$ cat src/sv/srm_pkg.sv
// Shared types and constants for the SPI slave register map.
package srm_pkg;

    localparam int MAP_DEPTH = 256;
    localparam int ADDR_W    = $clog2(MAP_DEPTH);
    localparam int DATA_W    = 8;
    localparam int CNT_W     = 16;
    localparam int MODE_W    = 2;
    localparam int OP_W      = 3;
    localparam int PADDR_W   = 4;
    localparam int PDATA_W   = 32;
    localparam int IN_W      = 16;
    localparam int OUT_W     = 24;

    typedef enum logic [OP_W-1:0] {
        OP_SPI        = 3'd0,
        OP_HOST_WRITE = 3'd1,
        OP_HOST_READ  = 3'd2,
        OP_SET_PTR    = 3'd3,
        OP_START      = 3'd4,
        OP_STOP       = 3'd5
    } op_t;

    typedef enum logic [MODE_W-1:0] {
        MODE_READ       = 2'd0,
        MODE_WRITE      = 2'd1,
        MODE_ADDR_READ  = 2'd2,
        MODE_ADDR_WRITE = 2'd3
    } mode_t;

    localparam logic [1:0] REG_MODE   = 2'd0;
    localparam logic [1:0] REG_GCOUNT = 2'd1;
    localparam logic [1:0] REG_GLEN   = 2'd2;

    typedef struct packed {
        logic              en;
        logic [ADDR_W-1:0] addr;
    } rd_req_t;

    typedef struct packed {
        logic              en;
        logic [ADDR_W-1:0] addr;
        logic [DATA_W-1:0] data;
    } wr_req_t;

endpackage

$ cat src/sv/srm_store.sv
// Register store: synchronous byte memory with per-entry valid bits, unwritten reads as zero.
module srm_store
(
    input  logic                      clk,
    input  logic                      rst_n,
    input  srm_pkg::rd_req_t          rd,
    input  srm_pkg::wr_req_t          wr,
    output logic [srm_pkg::DATA_W-1:0] rd_data
);

    logic [srm_pkg::DATA_W-1:0]    data_reg [srm_pkg::MAP_DEPTH];
    logic [srm_pkg::MAP_DEPTH-1:0] valid_reg;
    logic [srm_pkg::DATA_W-1:0]    rd_q_reg;
    logic                          rd_valid_reg;

    always_ff @(posedge clk)
    begin
        if (wr.en)
        begin
            data_reg[wr.addr] <= wr.data;
        end
        if (rd.en)
        begin
            rd_q_reg <= data_reg[rd.addr];
        end
    end

    always_ff @(posedge clk or negedge rst_n)
    begin
        if (!rst_n)
        begin
            valid_reg    <= '0;
            rd_valid_reg <= 1'b0;
        end
        else
        begin
            if (wr.en)
            begin
                valid_reg[wr.addr] <= 1'b1;
            end
            if (rd.en)
            begin
                rd_valid_reg <= valid_reg[rd.addr];
            end
        end
    end

    assign rd_data = rd_valid_reg ? rd_q_reg : '0;

endmodule

$ cat src/sv/spi_slave_register_map.sv
// Top level: SPI slave register map with auto-increment pointer and APB configuration.
//
//  channel   dir   handshake                 payload
//  s_*       in    s_tvalid/s_tready         tuser op, tdata {data, address}
//  m_*       out   m_tvalid/m_tready         tdata {session_active, accepted, read_data, tx_byte}
//  apb       in    psel/penable (pready=1)   mode, group_count, group_length
//
//  A beat is accepted in IDLE, which issues the store read; EXEC then executes it and writes back
//  on the registered read data; the store read is registered, so execution follows in EXEC.
//  The next beat is taken while a result waits, as long as the output register frees.
//  Reset clears the per-entry valid bits at once; no clearing pass is needed.
//  A stalled result holds the output register and blocks the next accept.
module spi_slave_register_map
(
    input  logic                          clk,
    input  logic                          rst_n,
    input  logic                          s_tvalid,
    output logic                          s_tready,
    input  logic [srm_pkg::IN_W-1:0]      s_tdata,   // [7:0] address, [15:8] data
    input  logic [srm_pkg::OP_W-1:0]      s_tuser,   // [2:0] operation
    output logic                          m_tvalid,
    input  logic                          m_tready,
    output logic [srm_pkg::OUT_W-1:0]     m_tdata,   // [7:0] tx_byte, [15:8] read_data,
                                                     // [16] accepted, [17] session_active
    input  logic                          psel,
    input  logic                          penable,
    input  logic                          pwrite,
    input  logic [srm_pkg::PADDR_W-1:0]   paddr,
    input  logic [srm_pkg::PDATA_W-1:0]   pwdata,
    output logic [srm_pkg::PDATA_W-1:0]   prdata,
    output logic                          pready
);

    typedef enum logic [1:0] {
        ST_IDLE = 2'b01,
        ST_EXEC = 2'b10
    } state_t;

    state_t                       state_reg, state_next;
    srm_pkg::op_t                 op_reg;
    logic [srm_pkg::ADDR_W-1:0]   addr_reg;
    logic [srm_pkg::DATA_W-1:0]   data_reg;
    logic [srm_pkg::ADDR_W-1:0]   ptr_reg, ptr_next;
    logic                         latched_reg, latched_next;
    logic [srm_pkg::CNT_W-1:0]    xfer_idx_reg, xfer_idx_next;
    logic [srm_pkg::CNT_W-1:0]    grp_idx_reg, grp_idx_next;
    logic                         running_reg, running_next;
    srm_pkg::mode_t               mode_reg;
    logic [srm_pkg::CNT_W-1:0]    gcount_reg, glen_reg;
    logic                         m_tvalid_reg, m_tvalid_next;
    logic [srm_pkg::OUT_W-1:0]    m_tdata_reg, m_tdata_next;

    srm_pkg::rd_req_t             rd_req;
    srm_pkg::wr_req_t             wr_req;
    logic [srm_pkg::DATA_W-1:0]   mem_rdata;
    logic                         in_beat;
    logic                         cfg_wr;

    srm_store u_store
    (
        .clk     (clk),
        .rst_n   (rst_n),
        .rd      (rd_req),
        .wr      (wr_req),
        .rd_data (mem_rdata)
    );

    assign pready   = 1'b1;
    assign cfg_wr   = psel && penable && pwrite && pready;
    assign s_tready = (state_reg == ST_IDLE) && (!m_tvalid_reg || m_tready);
    assign in_beat  = s_tvalid && s_tready;
    assign m_tvalid = m_tvalid_reg;
    assign m_tdata  = m_tdata_reg;

    always_comb
    begin
        rd_req.en   = in_beat;
        rd_req.addr = (srm_pkg::op_t'(s_tuser) == srm_pkg::OP_SPI) ?
                      ptr_reg : s_tdata[srm_pkg::ADDR_W-1:0];
    end

    always_comb
    begin
        prdata = '0;
        unique case (paddr[3:2])
            srm_pkg::REG_MODE:   prdata = {{(srm_pkg::PDATA_W-srm_pkg::MODE_W){1'b0}}, mode_reg};
            srm_pkg::REG_GCOUNT: prdata = {{(srm_pkg::PDATA_W-srm_pkg::CNT_W){1'b0}}, gcount_reg};
            srm_pkg::REG_GLEN:   prdata = {{(srm_pkg::PDATA_W-srm_pkg::CNT_W){1'b0}}, glen_reg};
            default:             prdata = '0;
        endcase
    end

    always_comb
    begin
        logic [srm_pkg::ADDR_W-1:0] step_ptr;
        logic [srm_pkg::CNT_W-1:0]  xfer_inc;
        logic [srm_pkg::CNT_W-1:0]  grp_inc;
        logic [srm_pkg::DATA_W-1:0] tx;
        logic [srm_pkg::DATA_W-1:0] rd;
        logic                       acc;
        logic                       plain;

        state_next    = state_reg;
        ptr_next      = ptr_reg;
        latched_next  = latched_reg;
        xfer_idx_next = xfer_idx_reg;
        grp_idx_next  = grp_idx_reg;
        running_next  = running_reg;
        wr_req        = '0;
        tx            = '0;
        rd            = '0;
        acc           = 1'b0;
        step_ptr      = ptr_reg + srm_pkg::ADDR_W'(1);
        xfer_inc      = xfer_idx_reg + srm_pkg::CNT_W'(1);
        grp_inc       = grp_idx_reg + srm_pkg::CNT_W'(1);
        plain         = (mode_reg == srm_pkg::MODE_READ) || (mode_reg == srm_pkg::MODE_WRITE);
        m_tvalid_next = m_tvalid_reg && !m_tready;
        m_tdata_next  = m_tdata_reg;

        unique case (state_reg)
            ST_IDLE:
            begin
                if (in_beat)
                begin
                    state_next = ST_EXEC;
                end
            end
            ST_EXEC:
            begin
                state_next = ST_IDLE;
                case (op_reg)
                    srm_pkg::OP_SPI:
                    begin
                        tx = mem_rdata;
                        if (running_reg)
                        begin
                            acc = 1'b1;
                            unique case (mode_reg)
                                srm_pkg::MODE_READ:
                                begin
                                end
                                srm_pkg::MODE_WRITE:
                                begin
                                    wr_req.en   = 1'b1;
                                    wr_req.addr = ptr_reg;
                                    wr_req.data = data_reg;
                                end
                                srm_pkg::MODE_ADDR_READ:
                                begin
                                    if (data_reg != '0)
                                    begin
                                        step_ptr = data_reg[srm_pkg::ADDR_W-1:0];
                                    end
                                end
                                srm_pkg::MODE_ADDR_WRITE:
                                begin
                                    if (!latched_reg)
                                    begin
                                        step_ptr     = data_reg[srm_pkg::ADDR_W-1:0];
                                        latched_next = 1'b1;
                                    end
                                    else
                                    begin
                                        wr_req.en   = 1'b1;
                                        wr_req.addr = ptr_reg;
                                        wr_req.data = data_reg;
                                    end
                                end
                                default:
                                begin
                                end
                            endcase
                            ptr_next      = step_ptr;
                            xfer_idx_next = xfer_inc;
                            if (xfer_inc >= glen_reg)
                            begin
                                // group done: rewind by the group length
                                ptr_next      = step_ptr - glen_reg[srm_pkg::ADDR_W-1:0];
                                xfer_idx_next = '0;
                                if (plain)
                                begin
                                    grp_idx_next = grp_inc;
                                    if (grp_inc >= gcount_reg)
                                    begin
                                        running_next = 1'b0;
                                    end
                                end
                                else
                                begin
                                    running_next = 1'b0;
                                    latched_next = 1'b0;
                                end
                            end
                        end
                    end
                    srm_pkg::OP_HOST_WRITE:
                    begin
                        wr_req.en   = 1'b1;
                        wr_req.addr = addr_reg;
                        wr_req.data = data_reg;
                    end
                    srm_pkg::OP_HOST_READ:
                    begin
                        rd = mem_rdata;
                    end
                    srm_pkg::OP_SET_PTR:
                    begin
                        ptr_next = addr_reg;
                    end
                    srm_pkg::OP_START:
                    begin
                        running_next  = 1'b1;
                        xfer_idx_next = '0;
                        grp_idx_next  = '0;
                        if ((glen_reg == '0) || (plain && (gcount_reg == '0)))
                        begin
                            running_next = 1'b0;
                            if (!plain)
                            begin
                                latched_next = 1'b0;
                            end
                        end
                    end
                    srm_pkg::OP_STOP:
                    begin
                        running_next = 1'b0;
                        latched_next = 1'b0;
                    end
                    default:
                    begin
                    end
                endcase
                m_tvalid_next = 1'b1;
                m_tdata_next  = {{(srm_pkg::OUT_W-2*srm_pkg::DATA_W-2){1'b0}},
                                 running_next, acc, rd, tx};
            end
            default:
            begin
                state_next = ST_IDLE;
            end
        endcase
    end

    always_ff @(posedge clk)
    begin
        if (in_beat)
        begin
            op_reg   <= srm_pkg::op_t'(s_tuser);
            addr_reg <= s_tdata[srm_pkg::ADDR_W-1:0];
            data_reg <= s_tdata[2*srm_pkg::DATA_W-1:srm_pkg::DATA_W];
        end
        if (state_reg == ST_EXEC)
        begin
            m_tdata_reg <= m_tdata_next;
        end
    end

    always_ff @(posedge clk or negedge rst_n)
    begin
        if (!rst_n)
        begin
            state_reg    <= ST_IDLE;
            ptr_reg      <= '0;
            latched_reg  <= 1'b0;
            xfer_idx_reg <= '0;
            grp_idx_reg  <= '0;
            running_reg  <= 1'b0;
            m_tvalid_reg <= 1'b0;
            mode_reg     <= srm_pkg::MODE_READ;
            gcount_reg   <= srm_pkg::CNT_W'(1);
            glen_reg     <= srm_pkg::CNT_W'(1);
        end
        else
        begin
            state_reg    <= state_next;
            ptr_reg      <= ptr_next;
            latched_reg  <= latched_next;
            xfer_idx_reg <= xfer_idx_next;
            grp_idx_reg  <= grp_idx_next;
            running_reg  <= running_next;
            m_tvalid_reg <= m_tvalid_next;
            if (cfg_wr)
            begin
                unique case (paddr[3:2])
                    srm_pkg::REG_MODE:   mode_reg   <= srm_pkg::mode_t'(pwdata[srm_pkg::MODE_W-1:0]);
                    srm_pkg::REG_GCOUNT: gcount_reg <= pwdata[srm_pkg::CNT_W-1:0];
                    srm_pkg::REG_GLEN:   glen_reg   <= pwdata[srm_pkg::CNT_W-1:0];
                    default:
                    begin
                    end
                endcase
            end
        end
    end

`ifndef SYNTHESIS
    a_no_accept_in_exec: assert property (@(posedge clk) disable iff (!rst_n)
        (state_reg == ST_EXEC) |-> !s_tready)
        else $error("beat accepted during execute");

    a_accept_to_exec: assert property (@(posedge clk) disable iff (!rst_n)
        in_beat |=> (state_reg == ST_EXEC))
        else $error("accepted beat did not enter execute");

    a_exec_gives_result: assert property (@(posedge clk) disable iff (!rst_n)
        (state_reg == ST_EXEC) |=> m_tvalid)
        else $error("execute produced no result");

    a_accepted_no_read: assert property (@(posedge clk) disable iff (!rst_n)
        (m_tvalid && m_tdata[16]) |-> (m_tdata[15:8] == '0))
        else $error("accepted SPI beat carries read data");
`endif

endmodule

$ cat config.mk
export PLATFORM = sky130hd
export DESIGN_NAME = spi_slave_register_map
export DESIGN_NICKNAME = d
export VERILOG_FILES = /design/src/sv/srm_pkg.sv /design/src/sv/srm_store.sv /design/src/sv/spi_slave_register_map.sv
export SDC_FILE = /design/constraint.sdc
export NUM_CORES = 2
export LEC_CHECK = 0
export BUFFER_PORTS_ARGS = -buffer_cell sky130_fd_sc_hd__buf_4
export CAP_MARGIN = 20
export CORE_UTILIZATION = 60
export CTS_CLUSTER_SIZE = 16
export DETAILED_ROUTE_END_ITERATION = 8
export MAX_ROUTING_LAYER = met4
export PLACE_DENSITY = 0.76
export RECOVER_POWER = 100
export SLEW_MARGIN = 5
export SYNTH_ARGS = -nofsm -noshare
export SYNTH_HDL_FRONTEND = slang
export SYNTH_HIERARCHICAL = 1
export SYNTH_SLANG_ARGS = --single-unit
export TNS_END_PERCENT = 30
$ cat constraint.sdc
create_clock -name clk -period 6.7 [get_ports clk]
set_clock_uncertainty 0.15 [all_clocks]
set_input_delay 0.67 -clock clk [delete_from_list [all_inputs] [get_ports clk]]
set_output_delay 0.67 -clock clk [all_outputs]
set_load 0.005 [all_outputs]
==> results.sh <==
export IMPL_grt_pass1_wl_um=339000
export IMPL_numCtsBuffers=227
export IMPL_hold_path_class="in -> reg"
export IMPL_wirelength_um=231000
export IMPL_violations="capacitance limit, slew limit"
export IMPL_drtAntennaViolNets=0
export IMPL_final_max_slew_viol_count=994
export IMPL_avgViaCountPerCell=6.73
export IMPL_grt_max_degree=201
export IMPL_start_util_pct=60.5
export IMPL_grt_pass1_vias=50226
export IMPL_yosysWarnings=6
export IMPL_num_vias=50423
export IMPL_drc=0
export IMPL_post_cts_buffers=0
export IMPL_synth_top_cells_by_area="edfxtp_1 66%, mux4_2 13%, dfrtp_1 8.7%"
export IMPL_cts_root_buf="clkbuf_16"
export IMPL_grt_ovfl_total=0
export IMPL_worst_setup_path_end_kind="register"
export IMPL_place_gp_congestion=0.915
export IMPL_core_area_mm2=0.159
export IMPL_antenna_found_initial=3
export IMPL_clk_pin_slew_ns=0.07
export IMPL_power_density_mw_per_mm2=306
export IMPL_critPathRequiredTime_ns=7.30
export IMPL_dieArea_mm2=0.161
export IMPL_p_comb_share_pct=9.6
export IMPL_die_w_um=402
export IMPL_fin_tns_setup_ns=0
export IMPL_finalSetupViolCount=0
export IMPL_nets=5317
export IMPL_r2r_start="op_reg[1]"
export IMPL_tightest_slew_ns=4.18
export IMPL_synth_edf_count=2093
export IMPL_avgSynthCellArea_um2=19.1
export IMPL_status="finished, violations left"
export IMPL_synth_async_sr_flop_share_pct=13.8
export IMPL_yosysUniqueCellTypes=74
export IMPL_rsz0062_at_grt="no"
export IMPL_r2r_slack_ns=0.42
export IMPL_cts_tree="yes"
export IMPL_p_leak_uw=0.0378
export IMPL_hold_viol=0
export IMPL_power_total_uw=32800
export IMPL_hold_depth=3
export IMPL_reg2reg_depth=11
export IMPL_critPathKind="reg -> reg"
export IMPL_fmax_mhz=159
export IMPL_cp_arrival_ns=6.88
export IMPL_h_tree_depth=4
export IMPL_cap_violations=19
export IMPL_p_seq_share_pct=50.4
export IMPL_clock_path_buffers=3
export IMPL_p_switching_uw=7560
export IMPL_ys_seq_elements=2429
export IMPL_io_pins=121
export IMPL_ys_flop_type="edfxtp_1"
export IMPL_dp_hpwl_um=138000
export IMPL_rows=146
export IMPL_clkPwrFrac_pct=39.9
export IMPL_swShare_pct=23.0
export IMPL_period_needed_ns=6.28
export IMPL_syn_area_mm2=0.0959
export IMPL_largest_reg_flops=2048
export IMPL_die_h_um=402
export IMPL_crit_fanout=17
export IMPL_cts_sinks=2429
export IMPL_max_slew_margin_pct=-179
export IMPL_worstSetupStartpointType="register"
export IMPL_ir_worst_vdd_mv=0.264
export IMPL_portBuffers=79
export IMPL_netlist_instances=5017
export IMPL_wl_per_cell_um=30.8
export IMPL_worstHoldEndpoint="m_tvalid"
export IMPL_grt_usage_pct=29.8
export IMPL_synthToLayoutAreaGrowth_pct=11.8
export IMPL_finalCritPeriodShare_pct=93.7
export IMPL_clk_insertion_delay_late_ns=0.89
export IMPL_first_pass_iters=9
export IMPL_drive_gt1_share_pct=26.1
export IMPL_synth_area_leader_cell="edfxtp_1"
export IMPL_hp_start="m_tready"
export IMPL_yosysTopAreaCellShare_pct=65.5
export IMPL_p_int_uw=25200
export IMPL_yosysSeqAreaShare_pct=74.3
export IMPL_r2r_end="u_store/valid_reg[242]"
export IMPL_drtIter0Drc=7072
## metrics by stage
step	worst slack (ns)	cells	hold slack [ns]	utilization (%)	area (µm²)
global placement	0.843	7010	0.292	62.6	99300
detailed placement	0.900	7012	0.298	62.6	99300
finish	0.422	7494	0.0875	67.6	107000
CTS	1.09	7482	0.00713	67.7	107000
global route	0.355	7492	0.0866	67.6	107000
floorplan	0.757	5038	0.224	-	96000
## layout by cell type (no fill, tap or decap), drive strengths merged, types with 95 or more instances in the layout
master	instances
buf	122
edfxtp	2093
a22oi	267
nor2	313
a21oi	158
clkbuf	405
or2	270
mux4	565
nand2	95
dfrtp	333
## power by group through the flow
stage	sequential, µW	combinational [µW]	clock [µW]
finish	16500	3150	13100
CTS	16500	3140	13200
global route	16500	3340	13800
global placement	16800	3060	0
detailed placement	16800	3100	0
floorplan	16800	2080	0
## worst max-delay path: stages (launching register included)
cell      delay, ns
edfxtp_1       0.60
nor3_2         0.62
nand2_1        0.19
nor2_1         0.58
a22oi_1        0.14
nor2_1         0.13
clkbuf_1       0.55
nor2b_1        0.32
nand3_1        0.20
clkbuf_1       1.47
nor2_1         0.72
or2_2          0.50
## worst max-delay path by stage
stage	from	to	slack, ns	depth (start not counted)
2_1_floorplan	op_reg[1]	u_store/data_reg[0][0]	0.76	7
5_1_grt	op_reg[1]	u_store/data_reg[182][4]	0.35	10
3_3_place_gp	s_tuser[1]	u_store/rd_q_reg[3]	0.84	11
3_5_place_dp	s_tuser[1]	u_store/rd_q_reg[3]	0.90	11
6_report	op_reg[1]	u_store/valid_reg[242]	0.42	11
4_1_cts	op_reg[1]	u_store/data_reg[182][4]	1.09	10
## layer usage
layer  GRT usage (%)  wire [µm]  vias to the layer above
met3            7.31      25400                      534
met1            40.6      86800                    26281
met2            44.4     110000                     2984
met4            11.0       9160                        0
met5               -          0                        -
li1                -          -                    20624
## layout make-up
class,count,area (µm²)
Antenna cell,6,15.0
Clock buffer,310,6420
Clock inverter,123,1310
Fill cell,9726,51400
Inverter,47,176
Multi-Input combinational cell,2252,23200
Sequential cell,2429,71300
Tap cell,2072,2590
Timing Repair Buffer,255,2220
## synthesized netlist by cell type (7+ instances only)
cell type,count
o221ai_1,10
and3_1,20
nor2b_1,24
mux2_2,19
or3_1,13
a21oi_1,154
mux2i_1,35
o22ai_1,26
a22o_1,25
xnor2_1,16
nor2_1,310
and2_1,28
buf_4,26
a21o_1,8
inv_1,46
ha_1,42
buf_1,38
nand4_1,21
xor2_1,22
a31oi_1,23
clkbuf_1,166
a22oi_1,267
nand3_1,53
a221o_1,7
nand2_1,93
o21ai_0,47
edfxtp_1,2093
dfrtp_1,333
or2_2,269
buf_2,74
nor3_1,12
nor4_1,44
mux4_2,565
nand2b_1,8
## what timing repair did
action	CTS	global route
gates resized for setup	0	0
hold buffers	37	0
hold endpoints to repair	124	0
## cell families after synthesis
logic type	Yosys count	synth area share (%)
flops	2429	74.3
simple gates	920	4.92
mux	619	13.9
compound gates	609	4.34
buf+inv	357	1.64
fa+ha+maj	43	0.569
xor+xnor	38	0.347
other cells	2	0.00783
(Power assumes the default switching activity.)
